## src/hdl/hsp_pkg.sv

```systemverilog
// ----------------------------------------------------------------------------
// hsp_pkg
// Shared types, constants and arctangent table of the superposition phase
// block.
// ----------------------------------------------------------------------------
package hsp_pkg;

	localparam int MAX_SPOTS_DEF = 64;
	localparam int CORDIC_STEPS_DEF = 16;
	localparam int ATAN_LEN = 24;

	localparam int CFG_W = 32;
	localparam int CFG_AW = 2;

	typedef enum logic [CFG_AW-1:0] {
		REG_SPOT_COUNT = 2'd0,
		REG_LIN_GAIN   = 2'd1,
		REG_QUAD_GAIN  = 2'd2,
		REG_UNUSED     = 2'd3
	} reg_index_t;

	typedef enum logic {
		CMD_LOAD    = 1'b0,
		CMD_COMPUTE = 1'b1
	} command_t;

	localparam int ROT_XW = 27;
	localparam int ROT_ZW = 34;
	localparam int VEC_XW = 35;
	localparam int VEC_ZW = 34;
	localparam logic [31:0] ROT_X0 = 32'd10188014;

	typedef logic [31:0] atan_table_t [0:ATAN_LEN-1];

	localparam atan_table_t ATAN_TURNS = '{
		32'd536870912, 32'd316933406, 32'd167458907, 32'd85004756,
		32'd42667331, 32'd21354465, 32'd10679838, 32'd5340245,
		32'd2670163, 32'd1335087, 32'd667544, 32'd333772,
		32'd166886, 32'd83443, 32'd41722, 32'd20861,
		32'd10430, 32'd5215, 32'd2608, 32'd1304,
		32'd652, 32'd326, 32'd163, 32'd81
	};

	function automatic logic [31:0] atan_turn(input int step);
		return ATAN_TURNS[step];
	endfunction

endpackage

```

## src/hdl/hsp_cell.sv

```systemverilog
// ----------------------------------------------------------------------------
// hsp_cell
// One CORDIC micro-rotation step, registered. Rotation mode steers by the
// sign of the residual angle, vectoring mode by the sign of y.
// ----------------------------------------------------------------------------
module hsp_cell
	import hsp_pkg::*;
#(
	parameter int XW = ROT_XW,
	parameter int ZW = ROT_ZW,
	parameter int STEP = 0,
	parameter bit VECTOR = 1'b0
) (
	input  logic                 clk,
	input  logic                 arst_n,
	input  logic                 in_valid,
	input  logic                 in_flag,
	input  logic signed [XW-1:0] in_x,
	input  logic signed [XW-1:0] in_y,
	input  logic signed [ZW-1:0] in_z,
	output logic                 out_valid_q,
	output logic                 out_flag_q,
	output logic signed [XW-1:0] out_x_q,
	output logic signed [XW-1:0] out_y_q,
	output logic signed [ZW-1:0] out_z_q
);

	localparam logic signed [ZW-1:0] ATAN = ZW'(atan_turn(STEP));

	logic                 up;
	logic signed [XW-1:0] xs;
	logic signed [XW-1:0] ys;

	assign up = VECTOR ? in_y[XW-1] : !in_z[ZW-1];
	assign xs = in_x >>> STEP;
	assign ys = in_y >>> STEP;

	always_ff @(posedge clk or negedge arst_n) begin
		if (!arst_n) begin
			out_valid_q <= 1'b0;
		end else begin
			out_valid_q <= in_valid;
		end
	end

	always_ff @(posedge clk) begin
		out_flag_q <= in_flag;
		if (up) begin
			out_x_q <= in_x - ys;
			out_y_q <= in_y + xs;
			out_z_q <= in_z - ATAN;
		end else begin
			out_x_q <= in_x + ys;
			out_y_q <= in_y - xs;
			out_z_q <= in_z + ATAN;
		end
	end

endmodule

```

## config.mk

```make
export PLATFORM = sky130hd
export DESIGN_NAME = hsp_cell
export DESIGN_NICKNAME = d
export VERILOG_FILES = /design/src/hdl/hsp_pkg.sv /design/src/hdl/hsp_cell.sv
export SDC_FILE = /design/constraint.sdc
export NUM_CORES = 1
export LEC_CHECK = 0
export BUFFER_PORTS_ARGS = -buffer_cell sky130_fd_sc_hd__buf_2
export CAP_MARGIN = 20
export CORE_ASPECT_RATIO = 2
export CORE_MARGIN = 2
export CORE_UTILIZATION = 58
export CTS_BUF_LIST = sky130_fd_sc_hd__clkbuf_4 sky130_fd_sc_hd__clkbuf_8 sky130_fd_sc_hd__clkbuf_16
export CTS_CLUSTER_DIAMETER = 150
export CTS_CLUSTER_SIZE = 14
export DETAILED_ROUTE_END_ITERATION = 16
export GPL_TIMING_DRIVEN = 1
export PLACE_DENSITY_LB_ADDON = 0.08
export SLEW_MARGIN = 20
export SYNTH_ARGS = -nofsm -noshare
export SYNTH_HDL_FRONTEND = slang
export SYNTH_SLANG_ARGS = --single-unit
```

## constraint.sdc

```tcl
create_clock -name clk -period 1 [get_ports clk]
set_input_delay 0.2 -clock clk [delete_from_list [all_inputs] [get_ports clk]]
set_output_delay 0.2 -clock clk [all_outputs]
set_load 0.05 [all_outputs]
```

==> results.cfg, run 1 <==
[synth]
avgSynthCellArea_um2 = 8.23
synth.most_common_cell = ha_1
synth-edff-count = 0
synth_ff_type = dfxtp_1
ys_warn_count = 0
synth_top_area_share_pct = 26.7
syn_nets = 987
yosys.area.top_type = dfxtp_1
synthCells = 802
syn-cell-area_um2 = 6600
ys_ff_latch = 89
synthDistinctLibCells = 69
synth_common_cells = ha_1, dfxtp_1, a21oi_1, inv_1, nor2_1
synthArstFlopShare_pct = 1.12
synth_area_leaders = dfxtp_1, ha_1, xnor2_1, a21oi_1, inv_1
ys_seq_area_share_pct = 27.1

[cts]
htree_levels = 3
cts.sinks = 89
cts_setup_buffers = 19
postCtsHoldBufs = 32
post_cts_resized = 458
cts-root-buf = clkbuf_16
clock_path_buffers = 2
cts_made_buffers = 9

[floorplan]
rows = 55
ios = 182
die_width_um = 79.4
initial_utilization_pct = 58.8
die_y_um = 155

[run_status]
status = stopped before the end
haltStage = clock tree synthesis (4_1_cts)
tool.error = [ERROR DPL-0038] Utilization greater than 100%, impossible to legalize

[placed_design]
dp_hpwl_mm = 21.9
port_buffers = 181
routabilityCongestion = 1.11
placed_cell_area_um2 = 9900
pre_cts_ws_ns = -1.84
[per-stage QoR]
stage	instances	setup TNS, ns
2_1_floorplan	802	-45.69
3_3_place_gp	1350	-67.45
3_5_place_dp	1350	-71.65
[logic make-up after synthesis]
| kind of cell | share of synthesized area, % |
|---|---|
| compound gates | 26.4 |
| xor+xnor | 7.03 |
| fa+ha+maj | 18.1 |
| buf+inv | 7.21 |
| flops | 27.1 |
| mux | 1.37 |
| simple gates | 12.9 |
==> run 2: changes to the inputs <==
Settings changed: CORE_ASPECT_RATIO 2 to unset, CORE_UTILIZATION 58 to 40, CTS_BUF_LIST sky130_fd_sc_hd__clkbuf_4 sky130_fd_sc_hd__clkbuf_8 sky130_fd_sc_hd__clkbuf_16 to unset, CTS_CLUSTER_DIAMETER 150 to unset, CTS_CLUSTER_SIZE 14 to unset, PLACE_DENSITY_LB_ADDON 0.08 to 0.15.
==> results.cfg, run 2 <==
[synth]
syn_nets = 987
synth_area_leaders = dfxtp_1, ha_1, xnor2_1, a21oi_1, inv_1
synth_common_cells = ha_1, dfxtp_1, a21oi_1, inv_1, nor2_1
synth_ff_type = dfxtp_1
yosys.area.top_type = dfxtp_1
syn-cell-area_um2 = 6600
synth-edff-count = 0
ys_warn_count = 0
synthCells = 802
avgSynthCellArea_um2 = 8.23
synth_top_area_share_pct = 26.7
synthDistinctLibCells = 69
synth.most_common_cell = ha_1
synthArstFlopShare_pct = 1.12
ys_seq_area_share_pct = 27.1
ys_ff_latch = 89

[floorplan]
core_um2 = 16000
die_y_um = 132
rows = 46
ios = 182
die_width_um = 132
initial_utilization_pct = 41.2
fp.dieArea_um2 = 17500

[grt]
overflow = 0
grt_max_degree = 18
grt_pass1_wl_mm = 41.4
first_global_vias = 7782
grt_use_total_pct = 29.6
antenna_found_initial = 1

[power_and_ir_drop]
peakVddDrop_mv = 1.01
leakage_nw = 5.92
power_density_nw_per_um2 = 1420

[critical_path]
critPathSlowestCell = fa_2
critPathLaunchType = input port
cp_data_arrival_time_ns = 2.64
cp_top_family = compound AO/OA/AOI/OAI gates
max_stage_delay_ns = 0.37
cp_cell_sequence = buf_8 -> buf_6 -> buf_4 -> ha_4 -> fa_2 -> nor2b_2 -> o31a_1 -> o211ai_1 -> a21oi_2 -> a31oi_4 -> o21ai_2 -> nand3_2 -> xnor2_1
critPathBufInv = 3
required_ns = 1.23
crit_type = in2reg
critPathMaxFanout = 2
critPathCaptureType = register

[cts]
clock_path_buffers = 2
htree_levels = 3
cts.sinks = 89
cts_made_buffers = 9
clk_pin_slew_ns = 0.07
tritoncts = done
cts-root-buf = clkbuf_16

[layout]
final_common_cell = buf_4
mostFrequentLayoutCells = buf_4, dfxtp_2, buf_8, buf_2, ha_1
layout-drive-gt1-share_pct = 59.4
top_register = out_z_q
syn2layout_area_growth_pct = 93.6
final_util_pct = 79.8
reg.largest.list = out_z_q (34), out_y_q (27), out_x_q (26)
antenna_cells = 0
fin_nets = 1457
fillers = 980
largest_reg_flops = 34

[route]
viasPerCell = 5.36
antenna_left = 0
firstDrtPassIters = 5
drtIter0Drc = 637
routed_wl_mm = 29.4
drc = 0
vias = 8005
routedWlPerCell_um = 19.7

[sta]
final-hold-violation-count = 0
fmax_mhz = 415
finalSetupViolCount = 142
grt_setup_unrepaired = true
relSlewSlack_pct = 59.9
finalCritPeriodShare_pct = 241
worst_slew_pin_slew_ns = 0.586
fin_setup_tns_ns = -50.47
finalMaxSlewViolations = 0
finalCriticalPeriod_ns = 2.41
setup_ws_ns = -1.41

[run_status]
status = finished, violations left
violations = negative setup slack

[placed_design]
dp_hpwl_mm = 18.4
port_buffers = 181
routabilityCongestion = 0.980

[min_path]
hold_path_class = in2async

[flow_run]
cap_violations = 0
## run 2: cell counts after synthesis
No cell type changed its count.
## run 2: worst max-delay path by stage
stage          slack (ns)    start  depth (start not counted)     endpoint
2_1_floorplan       -1.34  in_x[1]                         10  out_y_q[17]
3_3_place_gp        -1.67  in_x[1]                         11  out_y_q[25]
3_5_place_dp        -1.75  in_x[1]                         11  out_y_q[25]
4_1_cts             -1.21  in_y[0]                         13  out_y_q[22]
5_1_grt             -1.45  in_y[0]                         13  out_x_q[26]
6_report            -1.41  in_y[0]                         13  out_x_q[26]
## run 2: final cells by class
class / instances / area [um2] / area share, %
well taps: 216 / 270 / 2.12
repair buffers: 497 / 4490 / 35.1
clock buffers: 9 / 225 / 1.76
inverters: 83 / 370 / 2.90
multi-input cells: 592 / 5460 / 42.8
clock inverters: 7 / 60.1 / 0.470
flip-flops and latches: 89 / 1900 / 14.8
## run 2: cells by family (layout without fill, tap and decap cells)
| family | Yosys count | count (layout) | share of synthesized area, % |
|---|---|---|---|
| AOI/OAI and AO/OA | 262 | 262 | 26.4 |
| muxes | 9 | 9 | 1.37 |
| buffers and inverters | 121 | 596 | 7.21 |
| and+or+nand+nor | 175 | 175 | 12.9 |
| DFF | 89 | 89 | 27.1 |
| adders and majority gates | 93 | 93 | 18.1 |
| xor gates and xnor gates | 53 | 53 | 7.03 |
## run 2: what timing repair did
item / 4_1_cts / 5_1_grt
hold buffers: 32 / 0
pin swaps: 93 / 94
gates cloned: 0 / 0
buffers inserted: 27 / 16
gates resized for setup: 435 / 135
endpoints found under the hold margin: 32 / 0
setup endpoints to repair: 140 / 141
## run 2: per-layer routing
metal / GRT usage, % / part of all wire [%]
met5: 0 / 0.058
met4: 11.5 / 3.9
met3: 4.71 / 7.3
met2: 50.9 / 49
met1: 37.2 / 40
## run 2: per-stage QoR
step | instances | hold WS, ns | worst slack (ns) | total power, mW | instance area, um2
after floorplan | 802 | -0.0956 | -1.34 | 9.19 | 7050
after global placement | 1413 | -0.0223 | -1.67 | 11.8 | 9920
after detailed placement | 1413 | -0.0225 | -1.75 | 11.8 | 9920
after CTS | 1482 | 0.121 | -1.21 | 17.2 | 12100
after global routing | 1493 | 0.193 | -1.45 | 18.7 | 12800
final | 1493 | 0.194 | -1.41 | 18.1 | 12800
## run 2: power by group
| group | internal, mW | total [mW] | switching [mW] |
|---|---|---|---|
| Sequential | 4.30 | 4.73 | 0.433 |
| Clock | 1.74 | 3.42 | 1.68 |
| Combinational | 4.52 | 9.98 | 5.46 |
| Total | 10.6 | 18.1 | 7.58 |
Note: power is estimated with default switching activity, not from simulation.
